**config.mk**
```make
export PLATFORM = sky130hd
export DESIGN_NAME = small_language_lexer_unit_flat
export DESIGN_NICKNAME = d
export VERILOG_FILES = /design/src/sv/sll_pkg.sv /design/src/sv/sll_stream_if.sv /design/src/sv/sll_front.sv /design/src/sv/sll_queue.sv /design/src/sv/sll_back.sv /design/src/sv/small_language_lexer_unit.sv /design/src/flat_wrapper.sv
export VERILOG_INCLUDE_DIRS = /design/src /design/src/sv
export SDC_FILE = /design/constraint.sdc
export NUM_CORES = 1
export LEC_CHECK = 0
export ABC_CLOCK_PERIOD_IN_PS = 4650
export BUFFER_PORTS_ARGS = -buffer_cell sky130_fd_sc_hd__buf_2
export CAP_MARGIN = 20
export CORE_ASPECT_RATIO = 0.8
export CORE_MARGIN = 1.5
export CORE_UTILIZATION = 47
export DETAILED_ROUTE_END_ITERATION = 10
export GPL_TIMING_DRIVEN = 0
export HOLD_SLACK_MARGIN = 0.1
export MAX_ROUTING_LAYER = met4
export PLACE_DENSITY_LB_ADDON = 0.1
export SLEW_MARGIN = 20
export SYNTH_ARGS = -nofsm -noshare
export SYNTH_HDL_FRONTEND = slang
export SYNTH_SLANG_ARGS = --single-unit
```
**constraint.sdc**
```tcl
create_clock -name clk_i -period 4.65 [get_ports clk_i]
set_clock_uncertainty 0.1 [all_clocks]
set_input_delay 0.93 -clock clk_i [delete_from_list [all_inputs] [get_ports clk_i]]
set_output_delay 0.93 -clock clk_i [all_outputs]
set_load 0.02 [all_outputs]
```
**src/sv/small_language_lexer_unit_defines.svh**
```systemverilog
// ----------------------------------------------------------------------------
// Lexer assertion macros
// Shared property wrappers for the lexer checks.
// ----------------------------------------------------------------------------
`ifndef SMALL_LANGUAGE_LEXER_UNIT_DEFINES_SVH
`define SMALL_LANGUAGE_LEXER_UNIT_DEFINES_SVH

// Check that a condition implies a consequence in the same cycle
`define SLL_ASSERT_IMP(label, clk, rst_n, ante, cons, msg) \
  label: assert property (@(posedge clk) disable iff (!rst_n) (ante) |-> (cons)) \
    else $error(msg);

// Check that a condition implies a consequence in the next cycle
`define SLL_ASSERT_NEXT(label, clk, rst_n, ante, cons, msg) \
  label: assert property (@(posedge clk) disable iff (!rst_n) (ante) |=> (cons)) \
    else $error(msg);

`endif

```
**src/sv/sll_pkg.sv**
```systemverilog
// ----------------------------------------------------------------------------
// Lexer package
// Types, token kinds, lexer states and the keyword table.
// ----------------------------------------------------------------------------
package sll_pkg;

  localparam int unsigned LengthLimitDefault  = 255;
  localparam int unsigned KeywordCountDefault = 10;
  localparam int unsigned KwTable             = 10;
  localparam int unsigned KwMaxLen            = 5;

  typedef enum logic [4:0] {
    TK_IDENT    = 5'd0,
    TK_KEYWORD  = 5'd1,
    TK_INT      = 5'd2,
    TK_FLOAT    = 5'd3,
    TK_CHAR     = 5'd4,
    TK_COMMA    = 5'd5,
    TK_SEMI     = 5'd6,
    TK_LPAREN   = 5'd7,
    TK_RPAREN   = 5'd8,
    TK_LBRACE   = 5'd9,
    TK_RBRACE   = 5'd10,
    TK_LT       = 5'd11,
    TK_GT       = 5'd12,
    TK_PLUS     = 5'd13,
    TK_MINUS    = 5'd14,
    TK_STAR     = 5'd15,
    TK_SLASH    = 5'd16,
    TK_ASSIGN   = 5'd17,
    TK_EQ       = 5'd18,
    TK_ERR_NUM  = 5'd19,
    TK_ERR_CHAR = 5'd20,
    TK_ERR_QUOT = 5'd21,
    TK_ERR_PCT  = 5'd22,
    TK_ERR_CMT  = 5'd23,
    TK_END      = 5'd24
  } tok_kind_e;

  typedef enum logic [3:0] {
    ST_IDLE   = 4'd0,
    ST_IDENT  = 4'd1,
    ST_INT    = 4'd2,
    ST_FRAC   = 4'd3,
    ST_BADINT = 4'd4,
    ST_BADFLT = 4'd5,
    ST_EQ     = 4'd6,
    ST_Q1     = 4'd7,
    ST_Q2     = 4'd8,
    ST_PCT    = 4'd9,
    ST_LINE   = 4'd10,
    ST_SLASH  = 4'd11,
    ST_BLOCK  = 4'd12,
    ST_BSTAR  = 4'd13
  } lex_state_e;

  // One token as it travels to the output stage
  typedef struct packed {
    tok_kind_e   kind;
    logic [3:0]  kw_idx;
    logic [7:0]  len;
    logic [7:0]  cval;
    logic        is_err;
    logic        last;
  } tok_t;

  // Per-item work produced by the front end
  typedef struct packed {
    logic [1:0] n;
    tok_t       t0;
    tok_t       t1;
    logic       clr;
  } fq_item_t;

  function automatic logic [7:0] kw_char(input int unsigned k, input int unsigned p);
    logic [7:0] r;
    r = 8'd0;
    case (k)
      0: case (p) 0: r = "i"; 1: r = "n"; 2: r = "t"; default: r = 8'd0; endcase
      1: case (p) 0: r = "c"; 1: r = "h"; 2: r = "a"; 3: r = "r"; default: r = 8'd0; endcase
      2: case (p) 0: r = "b"; 1: r = "o"; 2: r = "o"; 3: r = "l"; default: r = 8'd0; endcase
      3: case (p) 0: r = "i"; 1: r = "f"; default: r = 8'd0; endcase
      4: case (p) 0: r = "t"; 1: r = "h"; 2: r = "e"; 3: r = "n"; default: r = 8'd0; endcase
      5: case (p) 0: r = "e"; 1: r = "l"; 2: r = "s"; 3: r = "e"; default: r = 8'd0; endcase
      6: case (p)
           0: r = "w"; 1: r = "h"; 2: r = "i"; 3: r = "l"; 4: r = "e";
           default: r = 8'd0;
         endcase
      7: case (p) 0: r = "d"; 1: r = "o"; default: r = 8'd0; endcase
      8: case (p) 0: r = "t"; 1: r = "r"; 2: r = "u"; 3: r = "e"; default: r = 8'd0; endcase
      9: case (p)
           0: r = "f"; 1: r = "a"; 2: r = "l"; 3: r = "s"; 4: r = "e";
           default: r = 8'd0;
         endcase
      default: r = 8'd0;
    endcase
    return r;
  endfunction

  function automatic logic [2:0] kw_len(input int unsigned k);
    logic [2:0] r;
    case (k)
      0: r = 3'd3; 1: r = 3'd4; 2: r = 3'd4; 3: r = 3'd2; 4: r = 3'd4;
      5: r = 3'd4; 6: r = 3'd5; 7: r = 3'd2; 8: r = 3'd4; 9: r = 3'd5;
      default: r = 3'd0;
    endcase
    return r;
  endfunction

endpackage

```
**src/sv/sll_stream_if.sv**
```systemverilog
// ----------------------------------------------------------------------------
// Lexer stream interfaces
// Valid/ready channels for characters in and tokens out.
// ----------------------------------------------------------------------------
interface sll_char_if;
  logic       valid;
  logic       ready;
  logic [7:0] char_in;
  logic       end_of_text;
  modport source (output valid, output char_in, output end_of_text, input ready);
  modport sink   (input valid, input char_in, input end_of_text, output ready);
endinterface

interface sll_tok_if;
  logic        valid;
  logic        ready;
  logic [4:0]  token_kind;
  logic [3:0]  keyword_index;
  logic [7:0]  token_length;
  logic [7:0]  char_value;
  logic [15:0] error_count;
  logic        last;
  modport source (output valid, output token_kind, output keyword_index,
                  output token_length, output char_value, output error_count,
                  output last, input ready);
  modport sink   (input valid, input token_kind, input keyword_index,
                  input token_length, input char_value, input error_count,
                  input last, output ready);
endinterface

```
**src/sv/sll_front.sv**
```systemverilog
// ----------------------------------------------------------------------------
// Lexer front end
// Runs the scanner state machine once per character and packs its tokens for the queue.
// ----------------------------------------------------------------------------
module sll_front
  import sll_pkg::*;
#(
  parameter int unsigned LengthLimit  = LengthLimitDefault,
  parameter int unsigned KeywordCount = KeywordCountDefault
) (
  input  logic       clk_i,
  input  logic       rst_ni,
  input  logic       fire_i,
  input  logic [7:0] char_i,
  input  logic       eot_i,
  output fq_item_t   item_o
);

  localparam logic [7:0] LenCap = (LengthLimit < 255) ? LengthLimit[7:0] : 8'd255;

  lex_state_e  state_q, state_d;
  logic [7:0]  len_q, len_d;
  logic [KwTable-1:0] mask_q, mask_d;
  logic [7:0]  held_q, held_d;

  logic is_alpha, is_digit;
  assign is_alpha = ((char_i >= "a") && (char_i <= "z")) || ((char_i >= "A") && (char_i <= "Z"));
  assign is_digit = (char_i >= "0") && (char_i <= "9");

  // Clocked scanner state
  always_ff @(posedge clk_i or negedge rst_ni) begin
    if (!rst_ni) begin
      state_q <= ST_IDLE;
      len_q   <= 8'd0;
      mask_q  <= '1;
      held_q  <= 8'd0;
    end else if (fire_i) begin
      state_q <= state_d;
      len_q   <= len_d;
      mask_q  <= mask_d;
      held_q  <= held_d;
    end
  end

  function automatic tok_t mk(input tok_kind_e k, input logic [3:0] kw,
                              input logic [7:0] l, input logic [7:0] cv);
    tok_t t;
    t.kind   = k;
    t.kw_idx = kw;
    t.len    = l;
    t.cval   = cv;
    t.is_err = (k == TK_ERR_NUM) || (k == TK_ERR_CHAR) || (k == TK_ERR_QUOT) ||
               (k == TK_ERR_PCT) || (k == TK_ERR_CMT);
    t.last   = 1'b0;
    return t;
  endfunction

  // Next state and tokens for one character
  always_comb begin
    tok_t       pend;
    logic       has_pend;
    logic       restart;
    tok_t       st;
    logic       has_st;
    logic [3:0] idx;
    logic [KwTable-1:0] m;
    logic [7:0] lg;

    state_d = state_q;
    len_d   = len_q;
    mask_d  = mask_q;
    held_d  = held_q;
    pend    = mk(TK_IDENT, 4'd0, 8'd0, 8'd0);
    has_pend = 1'b0;
    restart = 1'b0;
    st      = mk(TK_IDENT, 4'd0, 8'd0, 8'd0);
    has_st  = 1'b0;
    lg      = (len_q < LenCap) ? len_q + 8'd1 : len_q;

    // Keyword match at the end of the identifier
    idx = 4'd0;
    for (int unsigned k = 0; k < KwTable; k++) begin
      if (k < KeywordCount && mask_q[k] && ({5'd0, kw_len(k)} == len_q))
        idx = 4'(k + 1);
    end

    // Keyword mask update for an identifier character at position len_q
    m = mask_q;
    for (int unsigned k = 0; k < KwTable; k++) begin
      if ((len_q >= {5'd0, kw_len(k)}) || (kw_char(k, 32'(len_q[2:0])) != char_i))
        m[k] = 1'b0;
    end

    item_o.clr = 1'b0;
    if (eot_i) begin
      // Flush pending token then summarize
      case (state_q)
        ST_IDENT:  begin has_pend = 1'b1;
                     pend = mk((idx != 0) ? TK_KEYWORD : TK_IDENT, idx, len_q, 8'd0); end
        ST_INT:    begin has_pend = 1'b1; pend = mk(TK_INT, 4'd0, len_q, 8'd0); end
        ST_FRAC:   begin has_pend = 1'b1; pend = mk(TK_FLOAT, 4'd0, len_q, 8'd0); end
        ST_BADINT, ST_BADFLT: begin
                     has_pend = 1'b1; pend = mk(TK_ERR_NUM, 4'd0, len_q, 8'd0); end
        ST_EQ:     begin has_pend = 1'b1; pend = mk(TK_ASSIGN, 4'd0, 8'd1, 8'd0); end
        ST_Q1, ST_Q2: begin
                     has_pend = 1'b1; pend = mk(TK_ERR_QUOT, 4'd0, len_q, 8'd0); end
        ST_PCT:    begin has_pend = 1'b1; pend = mk(TK_ERR_PCT, 4'd0, 8'd1, 8'd0); end
        ST_SLASH:  begin has_pend = 1'b1; pend = mk(TK_SLASH, 4'd0, 8'd1, 8'd0); end
        ST_BLOCK, ST_BSTAR: begin
                     has_pend = 1'b1; pend = mk(TK_ERR_CMT, 4'd0, 8'd2, 8'd0); end
        default: ;
      endcase
      has_st     = 1'b1;
      st         = mk(TK_END, 4'd0, 8'd0, 8'd0);
      item_o.clr = 1'b1;
      state_d = ST_IDLE;
      len_d   = 8'd0;
      mask_d  = '1;
      held_d  = 8'd0;
    end else begin
      case (state_q)
        ST_IDENT: begin
          if (is_alpha || is_digit) begin
            mask_d = m;
            len_d  = lg;
          end else begin
            has_pend = 1'b1;
            pend = mk((idx != 0) ? TK_KEYWORD : TK_IDENT, idx, len_q, 8'd0);
            restart = 1'b1;
          end
        end
        ST_INT: begin
          if (is_digit) len_d = lg;
          else if (char_i == ".") begin len_d = lg; state_d = ST_FRAC; end
          else if (is_alpha) begin len_d = lg; state_d = ST_BADINT; end
          else begin
            has_pend = 1'b1; pend = mk(TK_INT, 4'd0, len_q, 8'd0); restart = 1'b1;
          end
        end
        ST_FRAC: begin
          if (is_digit) len_d = lg;
          else if (char_i == "." || is_alpha) begin len_d = lg; state_d = ST_BADFLT; end
          else begin
            has_pend = 1'b1; pend = mk(TK_FLOAT, 4'd0, len_q, 8'd0); restart = 1'b1;
          end
        end
        ST_BADINT: begin
          if (is_alpha || is_digit) len_d = lg;
          else begin
            has_pend = 1'b1; pend = mk(TK_ERR_NUM, 4'd0, len_q, 8'd0); restart = 1'b1;
          end
        end
        ST_BADFLT: begin
          if (is_alpha || char_i == ".") len_d = lg;
          else begin
            has_pend = 1'b1; pend = mk(TK_ERR_NUM, 4'd0, len_q, 8'd0); restart = 1'b1;
          end
        end
        ST_EQ: begin
          if (char_i == "=") begin
            has_pend = 1'b1; pend = mk(TK_EQ, 4'd0, 8'd2, 8'd0); state_d = ST_IDLE;
          end else begin
            has_pend = 1'b1; pend = mk(TK_ASSIGN, 4'd0, 8'd1, 8'd0); restart = 1'b1;
          end
        end
        ST_Q1: begin
          held_d = char_i; len_d = lg; state_d = ST_Q2;
        end
        ST_Q2: begin
          len_d = lg;
          has_pend = 1'b1;
          if (char_i == "'") pend = mk(TK_CHAR, 4'd0, lg, held_q);
          else pend = mk(TK_ERR_QUOT, 4'd0, lg, 8'd0);
          state_d = ST_IDLE;
        end
        ST_PCT: begin
          if (char_i == "%") state_d = ST_LINE;
          else begin
            has_pend = 1'b1; pend = mk(TK_ERR_PCT, 4'd0, 8'd1, 8'd0); restart = 1'b1;
          end
        end
        ST_LINE:  if (char_i == 8'h0A) state_d = ST_IDLE;
        ST_SLASH: begin
          if (char_i == "*") state_d = ST_BLOCK;
          else begin
            has_pend = 1'b1; pend = mk(TK_SLASH, 4'd0, 8'd1, 8'd0); restart = 1'b1;
          end
        end
        ST_BLOCK: if (char_i == "*") state_d = ST_BSTAR;
        ST_BSTAR: begin
          if (char_i == "/") state_d = ST_IDLE;
          else if (char_i != "*") state_d = ST_BLOCK;
        end
        default: restart = 1'b1;
      endcase

      // Lex the character afresh from idle
      if (restart) begin
        len_d   = 8'd0;
        mask_d  = '1;
        held_d  = 8'd0;
        state_d = ST_IDLE;
        if (is_alpha) begin
          state_d = ST_IDENT;
          for (int unsigned k = 0; k < KwTable; k++) begin
            if (kw_char(k, 0) != char_i) mask_d[k] = 1'b0;
          end
          len_d = 8'd1;
        end else if (is_digit) begin
          state_d = ST_INT; len_d = 8'd1;
        end else begin
          case (char_i)
            "=":  begin state_d = ST_EQ; len_d = 8'd1; end
            "'":  begin state_d = ST_Q1; len_d = 8'd1; end
            "%":  state_d = ST_PCT;
            "/":  state_d = ST_SLASH;
            " ", 8'h09, 8'h0A: ;
            ",":  begin has_st = 1'b1; st = mk(TK_COMMA,  4'd0, 8'd1, 8'd0); end
            ";":  begin has_st = 1'b1; st = mk(TK_SEMI,   4'd0, 8'd1, 8'd0); end
            "(":  begin has_st = 1'b1; st = mk(TK_LPAREN, 4'd0, 8'd1, 8'd0); end
            ")":  begin has_st = 1'b1; st = mk(TK_RPAREN, 4'd0, 8'd1, 8'd0); end
            "{":  begin has_st = 1'b1; st = mk(TK_LBRACE, 4'd0, 8'd1, 8'd0); end
            "}":  begin has_st = 1'b1; st = mk(TK_RBRACE, 4'd0, 8'd1, 8'd0); end
            "<":  begin has_st = 1'b1; st = mk(TK_LT,     4'd0, 8'd1, 8'd0); end
            ">":  begin has_st = 1'b1; st = mk(TK_GT,     4'd0, 8'd1, 8'd0); end
            "+":  begin has_st = 1'b1; st = mk(TK_PLUS,   4'd0, 8'd1, 8'd0); end
            "-":  begin has_st = 1'b1; st = mk(TK_MINUS,  4'd0, 8'd1, 8'd0); end
            "*":  begin has_st = 1'b1; st = mk(TK_STAR,   4'd0, 8'd1, 8'd0); end
            default: begin has_st = 1'b1; st = mk(TK_ERR_CHAR, 4'd0, 8'd1, 8'd0); end
          endcase
        end
      end
    end

    // Pack tokens in order, mark the final one
    item_o.n  = {1'b0, has_pend} + {1'b0, has_st};
    item_o.t0 = has_pend ? pend : st;
    item_o.t1 = st;
    if (has_pend && has_st) item_o.t1.last = 1'b1;
    else item_o.t0.last = 1'b1;
  end

endmodule

```
**src/sv/sll_queue.sv**
```systemverilog
// ----------------------------------------------------------------------------
// Lexer token queue
// Small FIFO of per-character work between front and back end.
// ----------------------------------------------------------------------------
module sll_queue
  import sll_pkg::*;
(
  input  logic     clk_i,
  input  logic     rst_ni,
  input  logic     push_i,
  input  fq_item_t data_i,
  output logic     full_o,
  input  logic     pop_i,
  output logic     empty_o,
  output fq_item_t data_o
);

  fq_item_t   mem_q [2];
  logic [1:0] cnt_q, cnt_d;
  logic       wp_q, rp_q;

  assign full_o  = (cnt_q == 2'd2);
  assign empty_o = (cnt_q == 2'd0);
  assign data_o  = mem_q[rp_q];
  assign cnt_d   = cnt_q + {1'b0, push_i} - {1'b0, pop_i};

  // Store entries
  always_ff @(posedge clk_i) begin
    if (push_i) mem_q[wp_q] <= data_i;
  end

  // Advance pointers
  always_ff @(posedge clk_i or negedge rst_ni) begin
    if (!rst_ni) begin
      cnt_q <= 2'd0;
      wp_q  <= 1'b0;
      rp_q  <= 1'b0;
    end else begin
      cnt_q <= cnt_d;
      if (push_i) wp_q <= ~wp_q;
      if (pop_i)  rp_q <= ~rp_q;
    end
  end

endmodule

```
**src/sv/sll_back.sv**
```systemverilog
// ----------------------------------------------------------------------------
// Lexer back end
// Sends queued tokens one per cycle unless stalled and keeps the error count.
// ----------------------------------------------------------------------------
module sll_back
  import sll_pkg::*;
(
  input  logic     clk_i,
  input  logic     rst_ni,
  input  logic     empty_i,
  input  fq_item_t item_i,
  output logic     pop_o,
  sll_tok_if.source tok_o
);

  logic        sel_q;
  logic [15:0] err_q;
  tok_t        cur;
  logic [15:0] err_new;
  logic        out_v_q;
  tok_t        out_q;
  logic [15:0] out_err_q;
  logic        take;
  logic        done_item;

  assign cur       = sel_q ? item_i.t1 : item_i.t0;
  assign err_new   = (cur.is_err && err_q != 16'hFFFF) ? err_q + 16'd1 : err_q;
  assign take      = !empty_i && (!out_v_q || tok_o.ready);
  assign done_item = sel_q || (item_i.n != 2'd2);
  assign pop_o     = take && done_item;

  // Output register and error counter
  always_ff @(posedge clk_i or negedge rst_ni) begin
    if (!rst_ni) begin
      sel_q   <= 1'b0;
      err_q   <= 16'd0;
      out_v_q <= 1'b0;
    end else begin
      if (tok_o.ready) out_v_q <= 1'b0;
      if (take) begin
        out_v_q <= 1'b1;
        sel_q   <= !done_item;
        err_q   <= (item_i.clr && cur.last) ? 16'd0 : err_new;
      end
    end
  end

  always_ff @(posedge clk_i) begin
    if (take) begin
      out_q     <= cur;
      out_err_q <= err_new;
    end
  end

  assign tok_o.valid         = out_v_q;
  assign tok_o.token_kind    = out_q.kind;
  assign tok_o.keyword_index = out_q.kw_idx;
  assign tok_o.token_length  = out_q.len;
  assign tok_o.char_value    = out_q.cval;
  assign tok_o.error_count   = out_err_q;
  assign tok_o.last          = out_q.last;

endmodule

```
**src/sv/small_language_lexer_unit.sv**
```systemverilog
// A token passes the queue and then the back end's output register on its way to the port.
// Throughput: one character per cycle while the queue is not full; the back end sends
// one token per cycle while the token port is ready, so a character giving two tokens
// sends them in turn. A two-entry queue between scanner and sender absorbs those bursts.
// Reset: asynchronous active low; scanner idle, error count zero, queue empty.
// ----------------------------------------------------------------------------
// Small language lexer
// Character-stream tokenizer with keyword match and error reporting.
// ----------------------------------------------------------------------------
`include "small_language_lexer_unit_defines.svh"
module small_language_lexer_unit
  import sll_pkg::*;
#(
  parameter int unsigned LengthLimit  = LengthLimitDefault,
  parameter int unsigned KeywordCount = KeywordCountDefault
) (
  input  logic clk_i,
  input  logic rst_ni,
  sll_char_if.sink  char_i,
  sll_tok_if.source tok_o
);

  fq_item_t fr_item, q_item;
  logic     q_full, q_empty, q_pop, fire;

  assign char_i.ready = !q_full;
  assign fire         = char_i.valid && !q_full;

  sll_front #(.LengthLimit(LengthLimit), .KeywordCount(KeywordCount)) u_front (
    .clk_i, .rst_ni, .fire_i(fire), .char_i(char_i.char_in),
    .eot_i(char_i.end_of_text), .item_o(fr_item)
  );

  sll_queue u_queue (
    .clk_i, .rst_ni, .push_i(fire && fr_item.n != 2'd0), .data_i(fr_item),
    .full_o(q_full), .pop_i(q_pop), .empty_o(q_empty), .data_o(q_item)
  );

  sll_back u_back (
    .clk_i, .rst_ni, .empty_i(q_empty), .item_i(q_item), .pop_o(q_pop), .tok_o(tok_o)
  );

  `SLL_ASSERT_IMP(a_no_pop_empty, clk_i, rst_ni, q_pop, !q_empty, "pop from empty queue")
  `SLL_ASSERT_IMP(a_eot_queues, clk_i, rst_ni, fire && char_i.end_of_text,
    fr_item.n != 2'd0, "end of text produced no summary")
  `SLL_ASSERT_NEXT(a_stall_holds, clk_i, rst_ni, tok_o.valid && !tok_o.ready,
    tok_o.valid, "token dropped while stalled")

endmodule
```
**src/flat_wrapper.sv**
```systemverilog
// flat-port wrapper written by rule: the top's interface ports become plain ports
module small_language_lexer_unit_flat import sll_pkg::*;
#(
  parameter int unsigned LengthLimit  = LengthLimitDefault,
  parameter int unsigned KeywordCount = KeywordCountDefault
)
  (clk_i, rst_ni, char_i_valid, char_i_char_in, char_i_end_of_text, char_i_ready, tok_o_valid, tok_o_token_kind, tok_o_keyword_index, tok_o_token_length, tok_o_char_value, tok_o_error_count, tok_o_last, tok_o_ready);
  sll_char_if char_i_i ();
  sll_tok_if tok_o_i ();
  input  logic clk_i;
  input  logic rst_ni;
  input wire logic [$bits(char_i_i.valid)-1:0] char_i_valid;
  input wire logic [$bits(char_i_i.char_in)-1:0] char_i_char_in;
  input wire logic [$bits(char_i_i.end_of_text)-1:0] char_i_end_of_text;
  output wire logic [$bits(char_i_i.ready)-1:0] char_i_ready;
  output wire logic [$bits(tok_o_i.valid)-1:0] tok_o_valid;
  output wire logic [$bits(tok_o_i.token_kind)-1:0] tok_o_token_kind;
  output wire logic [$bits(tok_o_i.keyword_index)-1:0] tok_o_keyword_index;
  output wire logic [$bits(tok_o_i.token_length)-1:0] tok_o_token_length;
  output wire logic [$bits(tok_o_i.char_value)-1:0] tok_o_char_value;
  output wire logic [$bits(tok_o_i.error_count)-1:0] tok_o_error_count;
  output wire logic [$bits(tok_o_i.last)-1:0] tok_o_last;
  input wire logic [$bits(tok_o_i.ready)-1:0] tok_o_ready;
  assign char_i_i.valid = char_i_valid;
  assign char_i_i.char_in = char_i_char_in;
  assign char_i_i.end_of_text = char_i_end_of_text;
  assign char_i_ready = char_i_i.ready;
  assign tok_o_valid = tok_o_i.valid;
  assign tok_o_token_kind = tok_o_i.token_kind;
  assign tok_o_keyword_index = tok_o_i.keyword_index;
  assign tok_o_token_length = tok_o_i.token_length;
  assign tok_o_char_value = tok_o_i.char_value;
  assign tok_o_error_count = tok_o_i.error_count;
  assign tok_o_last = tok_o_i.last;
  assign tok_o_i.ready = tok_o_ready;
  small_language_lexer_unit #(.LengthLimit(LengthLimit), .KeywordCount(KeywordCount)) u_core (.clk_i(clk_i), .rst_ni(rst_ni), .char_i(char_i_i), .tok_o(tok_o_i));
endmodule
```
Word-level counts from Yosys, hierarchy flattened
Memories as Yosys holds them, arrays and structs flattened.
Cells that the tools add are included.
- add/subtract/negate cells: 5
- order comparisons: 11
- eq/ne operators: 79
- multiplexer cells: 152
- bitwise logic cells: 2
- reduce and logical (&&, ||, !) cells: 87
- operators by type and width (operator ; count):
    one-hot mux 27 bit (9 select lines) ; 2
    two-way mux 27 bit ; 12
    one-hot mux 27 bit (12 select lines) ; 1
    two-way mux 8 bit ; 36
    two-way mux 24 bit ; 6
    inequality test 8 bit ; 18
    equality test 8 x 6 -> 1 bit (second input constant) ; 15
    one-hot mux 7 bit (4 select lines) ; 3
    two-way mux 4 bit ; 19
    one-hot mux 7 bit (5 select lines) ; 2
    one-hot mux 7 bit (3 select lines) ; 3
    two-way mux 10 bit ; 5
    two-way mux 1 bit ; 47
    AND reduction 4 bit ; 11
    one-hot mux 4 bit (10 select lines) ; 1
    one-hot mux 8 bit (5 select lines) ; 1
    nonzero test 3 bit ; 13
    two-way mux 16 bit ; 2
    inequality test 4 bit (second input constant) ; 8
    one-hot mux 7 bit (2 select lines) ; 2
    equality test 1 x 5 -> 1 bit (second input constant) ; 5
    equality test 4 bit (second input constant) ; 6
    two-way mux 23 bit ; 1
    logical AND 1 bit ; 20
    49 further kinds ; 97
- flip-flop bits (word level): 94
- RAM bits: 114
- input port bits: 13
- output and inout bits: 44
- word-level logic and storage cells: 362
- memories: 1
- memories (memory ; depth ; bits a word ; rd ports ; clocked after memory_dff ; write ports ; RTL line ; text):
    u_core.u_queue.mem_q ; 2 ; 57 ; 1 ; 0 ; 1 ; sll_queue.sv:18 ; fq_item_t mem_q [2];

Depth between registers and ports, before layout
- depth in word-level cells: 24
- gate-level depth with buffers: 14
- depth with buffers taken out: 11

Cells and area by module
From an unflattened synthesis, not the netlist that was laid out.
- cell total of the unflattened synthesis: 1085
- area total of the unflattened synthesis: 11871.4 um^2
- by module, submodules not included (module ; times used ; cells an instance ; area an instance (um^2) ; seq. area each (um^2)):
    sll_front ; 1 ; 644 ; 4453.0 ; 763.2
    sll_queue ; 1 ; 192 ; 4385.5 ; 3523.4
    sll_back ; 1 ; 246 ; 3007.9 ; 1711.6
    small_language_lexer_unit ; 1 ; 3 ; 25.0 ; 0.0

Worst setup path after synthesis
OpenSTA, ideal clock, no wires.
- path kind: input -> register
- start: input char_i_char_in[2]
- end: memory u_core.u_queue.mem_q[0][0] (netlist name), enable pin
- setup time: 0.477 ns
- data arrival time: 5.408 ns
- required time: 4.073 ns
- slack: -1.336 ns
- stages on the path: 8
- path buffers: 1
- cell sequence: clkbuf_1 > or4_1 > o21ai_0 > o21a_1 > o31a_1 > o311ai_4 > ha_1 > nor3_1
- longest elaborated chain between the ends: 15
- elaborated cells on any way between the ends: 45
- those cells by class: add/sub: 1; order compare: 6; eq/ne: 9; mux: 20; reduce/logical: 9
- RTL lines (what ; RTL line ; text):
    from (decl) ; flat_wrapper.sv:13 ; input wire logic [$bits(char_i_i.char_in)-1:0] char_i_char_in;
    greater-or-equal comparator 8 x 7 -> 1 bit / <= comparator 8 x 7 -> 1 bit (equally long branches) ; sll_front.sv:27 ; assign is_alpha = ((char_i >= "a") && (char_i <= "z")) || ((char_i >= "A") && (char_i <= "Z"));
    logical AND 1 bit ; sll_front.sv:27 ;
    logical OR 1 bit ; sll_front.sv:27 ;
    two-way mux 1 bit / logical OR 1 bit (equally long branches) ; sll_front.sv:135, sll_front.sv:142, sll_front.sv:154 ;
    two-way mux 1 bit (on tied branches) ; sll_front.sv:134, sll_front.sv:142, sll_front.sv:154 ;
    two-way mux 1 bit (on tied branches) ; sll_front.sv:133, sll_front.sv:141 ;
    one-hot mux 1 bit (8 select lines) ; sll_front.sv:121 ; case (state_q)
    two-way mux 1 bit ; sll_front.sv:95 ; if (eot_i) begin
    two-way mux 1 bit ; sll_front.sv:198 ; if (restart) begin
    two-way mux 1 bit ; sll_front.sv:95 ;
    adder 1 x 1 -> 2 bit * ; sll_front.sv:236 ; item_o.n = {1'b0, has_pend} + {1'b0, has_st};
    nonzero test 2 bit * ; small_language_lexer_unit.sv:35 ; .clk_i, .rst_ni, .push_i(fire && fr_item.n != 2'd0), .data_i(fr_item),
    logical AND 1 bit * ; small_language_lexer_unit.sv:35 ;
    two-way mux 1 bit * ; sll_queue.sv:29 ; if (push_i) mem_q[wp_q] <= data_i;
    two-way mux 1 bit (not written as such) * ; sll_queue.sv:29 ;
    to (decl) ; sll_queue.sv:18 ;
Every way passes the cells marked *; elsewhere a longest branch is shown, timed or not. The select of a mux whose other input is x is not followed.

Worst setup path after layout
- start: input char_i_char_in[5]
- end: memory u_core.u_queue.mem_q[1][32] (netlist name), enable pin
- longest elaborated chain between the ends: 15
- elaborated cells on any way between the ends: 45
- those cells by class: add/sub: 1; order compare: 6; eq/ne: 9; mux: 20; reduce/logical: 9
- RTL lines (what ; RTL line ; text):
    greater-or-equal comparator 8 x 7 -> 1 bit / <= comparator 8 x 7 -> 1 bit (equally long branches) ; sll_front.sv:27 ;
    logical AND 1 bit ; sll_front.sv:27 ;
    logical OR 1 bit ; sll_front.sv:27 ;
    two-way mux 1 bit / logical OR 1 bit (equally long branches) ; sll_front.sv:135, sll_front.sv:142, sll_front.sv:154 ;
    two-way mux 1 bit (on tied branches) ; sll_front.sv:134, sll_front.sv:142, sll_front.sv:154 ;
    two-way mux 1 bit (on tied branches) ; sll_front.sv:133, sll_front.sv:141 ;
    one-hot mux 1 bit (8 select lines) ; sll_front.sv:121 ;
    two-way mux 1 bit ; sll_front.sv:95 ;
    two-way mux 1 bit ; sll_front.sv:198 ;
    two-way mux 1 bit ; sll_front.sv:95 ;
    adder 1 x 1 -> 2 bit * ; sll_front.sv:236 ;
    nonzero test 2 bit * ; small_language_lexer_unit.sv:35 ;
    logical AND 1 bit * ; small_language_lexer_unit.sv:35 ;
    named net u_core.u_queue.push_i ; sll_queue.sv:10 ; input logic push_i,
    two-way mux 1 bit * ; sll_queue.sv:29 ;
    two-way mux 1 bit (not written as such) * ; sll_queue.sv:29 ;
Mark *: on every way through the listed nets, which the timed path passes. The rest lies on a longest branch. The select of a mux whose other input is x is not followed.

==> results.yml <==
detailed_routing:
  wl_per_cell_um: 21.4
  via_per_inst: 6.14
  routed_wl_um: 28500
  initialDrtViolationCount: 815
  drc_errors: 0
  ant_nets: 0
  num_vias: 8210
  drtPass1Iterations: 6
floorplanning:
  die-area_sq_mm: 0.0216
  die_w_um: 164
  start_util_pct: 48.5
  core_area_sq_mm: 0.0201
  row_count: 46
  die_h_um: 132
  io_pins: 57
placed_design:
  place_inst: 1301
  dp_hpwl_um: 20700
  placed_cell_area_sq_mm: 0.0104
  place_congestion: 0.987
  portBuffers: 53
  pre_cts_ws_ns: -0.318
logic_synthesis:
  synth.area.top_cells: "edfxtp_1, dfrtp_1, mux2i_1, nand2_1, nor2_1"
  synth_fp_nets: 1003
  yosysTopAreaCell: "edfxtp_1"
  yosys.area.top_type_share_pct: 35.8
  ys_types: 85
  ys_seq_area_share_pct: 49.3
  ys_ff_latch: 168
  yosys_warnings: 0
  synth_async_sr_flop_share_pct: 31.0
  synthTopCellsByCount: "edfxtp_1, nand2_1, nor2_1, o21ai_0, clkbuf_1"
  syn_inst: 980
  ys.flop_type: "edfxtp_1"
  netlist_area_sq_mm: 0.00973
  synth_most_common_cell: "edfxtp_1"
  synth_edf_count: 116
  syn_avg_cell_area_sq_um: 9.93
timing:
  clock.fmax_mhz: 224
  relSlewSlack_pct: 37.0
  setup_ws_ns: 0.184
  drv_slew: 0
  rsz0062_at_grt: "false"
  tightestPinTransition_ns: 0.933
  hold_viol: 0
  fin_crit_sh_pct: 96.0
  finalSetupViolations: 0
  period_needed_ns: 4.47
layout:
  drive_gt1_share_pct: 13.2
  final_area_sq_mm: 0.0111
  diodes: 0
  area_delta_synth_final_pct: 13.9
  final_cells: 1337
  fin_nets: 1083
critical_path:
  required_ns: 4.74
  critPathLaunchType: "input port"
  cp_max_fo: 25
  arrival_ns: 4.55
  rr_worst_depth: 10
  critPathKind: "input port to flop"
  end_kind: "flop"
clocking:
  cts.path.max_buffers: 2
  cts_tree: "done"
  htree_levels: 4
  cts_hold_buffers: 0
  clkSinkCount: 168
  clk-insertion-delay-late_ns: 0.44
  path_clk_slew_ns: 0.07
  cts_buffers: 17
  cts.root.buffer_cell: "clkbuf_16"
pwr:
  leakagePower_nw: 4.22
  finalPower_w: 0.00658
  power_density_mw_per_mm2: 593
  irDropWorstVdd_v: 0.000388
hold_path:
  min_path_type: "flop to flop"
  hold_depth: 2
global_routing:
  antenna_found_initial: 0
  grt_max_degree: 53
  grt_overflow: 0
  grt_pass1_wl_um: 44900
  grt_pass1_vias: 7610
  grt_usage_pct: 28.3
run_status:
  status: "finished clean"
flow_run:
  cap_violations: 0
[per-stage QoR]
step	hold slack (ns)	TNS, ns	util [%]
2_1_floorplan	0.339	0	-
3_3_place_gp	0.355	-73.38	51.5
3_5_place_dp	0.366	-12.38	51.8
4_1_cts	0.382	0	55.0
5_1_grt	0.407	0	55.2
6_report	0.382	0	55.2
[cell usage in the layout (no fill, tap or decap), drive strengths merged, types with 10 or more instances in the layout]
cell type	instances
a31oi	11
dfstp	10
inv	40
mux2i	37
nand2	97
nand3	34
clkbuf	69
a211oi	12
nand2b	15
nand4	12
buf	77
o21ai	69
and3	12
edfxtp	116
dfrtp	42
a21oi	51
and2	15
o31ai	13
nor3	21
ha	10
xnor2	23
nor2b	17
xor2	14
nor2	94
[state kept, by name, summed over array words and instances (netlist names), 4 cells and up]
name / cells
u_core.u_back.tok_o.token_length: 8
u_core.u_front.mask_q: 10
u_core.u_front.len_q: 8
u_core.u_back.tok_o.keyword_index: 4
u_core.u_back.tok_o.token_kind: 5
u_core.u_back.err_q: 16
u_core.u_queue.mem_q: 74
u_core.u_back.tok_o.char_value: 8
u_core.u_front.held_q: 8
u_core.u_front.state_q: 4
u_core.u_back.tok_o.error_count: 16
[what timing repair did]
| item | 4_1_cts | 5_1_grt |
|---|---|---|
| gates resized for setup | 0 | 3 |
| setup buffers | 0 | 4 |
| endpoints found under the setup margin | 0 | 53 |
[power by group]
| group | switching [W] | internal, W | leakage [nW] |
|---|---|---|---|
| clock network | 0.000699 | 0.000783 | 0.301 |
| logic | 0.00179 | 0.000925 | 2.13 |
| registers | 0.000172 | 0.00221 | 1.79 |
[cells by family after synthesis]
family                     share of synthesized area (%)
AOI/OAI and AO/OA                                   17.3
xor gates and xnor gates                            3.33
adders and majority gates                           1.29
buffers and inverters                               4.15
DFF                                                 49.3
muxes                                               6.12
and+or+nand+nor                                     18.6
[worst paths after layout]
path,endpoint,slack (ns),startpoint
max,u_core.u_queue.mem_q[1][32]$_DFFE_PP_,0.18,char_i_char_in[5]
min,u_core.u_back.err_q[15]$_DFFE_PN0P_,0.38,u_core.u_back.err_q[15]$_DFFE_PN0P_
max reg2reg,u_core.u_queue.mem_q[1][40]$_DFFE_PP_,0.50,u_core.u_front.state_q[2]$_DFFE_PN0P_
min reg2reg,u_core.u_back.err_q[15]$_DFFE_PN0P_,0.38,u_core.u_back.err_q[15]$_DFFE_PN0P_
max in group asynchronous,u_core.u_queue.cnt_q[0]$_DFF_PN0_,3.46,rst_ni
min in group asynchronous,u_core.u_front.state_q[3]$_DFFE_PN0P_,0.44,rst_ni
[layout make-up]
class / count / area, sq um
fillers: 1811 / 9000
repair buffers: 61 / 380
inverters: 35 / 131
clock buffers: 17 / 425
well taps: 264 / 330
flip-flops and latches: 168 / 4800
clock inverters: 15 / 199
multi-input cells: 709 / 4550
plain buffers: 68 / 273
[worst max-delay path, cell delays in order]
cell	delay [ns]
buf_2	0.19
or4b_1	0.45
buf_2	0.19
or3_1	0.37
buf_2	0.19
and3_1	0.25
o31a_1	0.48
o311ai_4	0.52
ha_1	0.30
nor2_1	0.11
and2_2	0.35
buf_12	0.21
[routing by layer]
layer,part of all wire (%),global-route usage [%]
met5,0,-
met4,1.6,6.46
met3,8.3,6.44
met2,42,38.5
met1,48,42.5
Power figures use the tool's default switching activity.
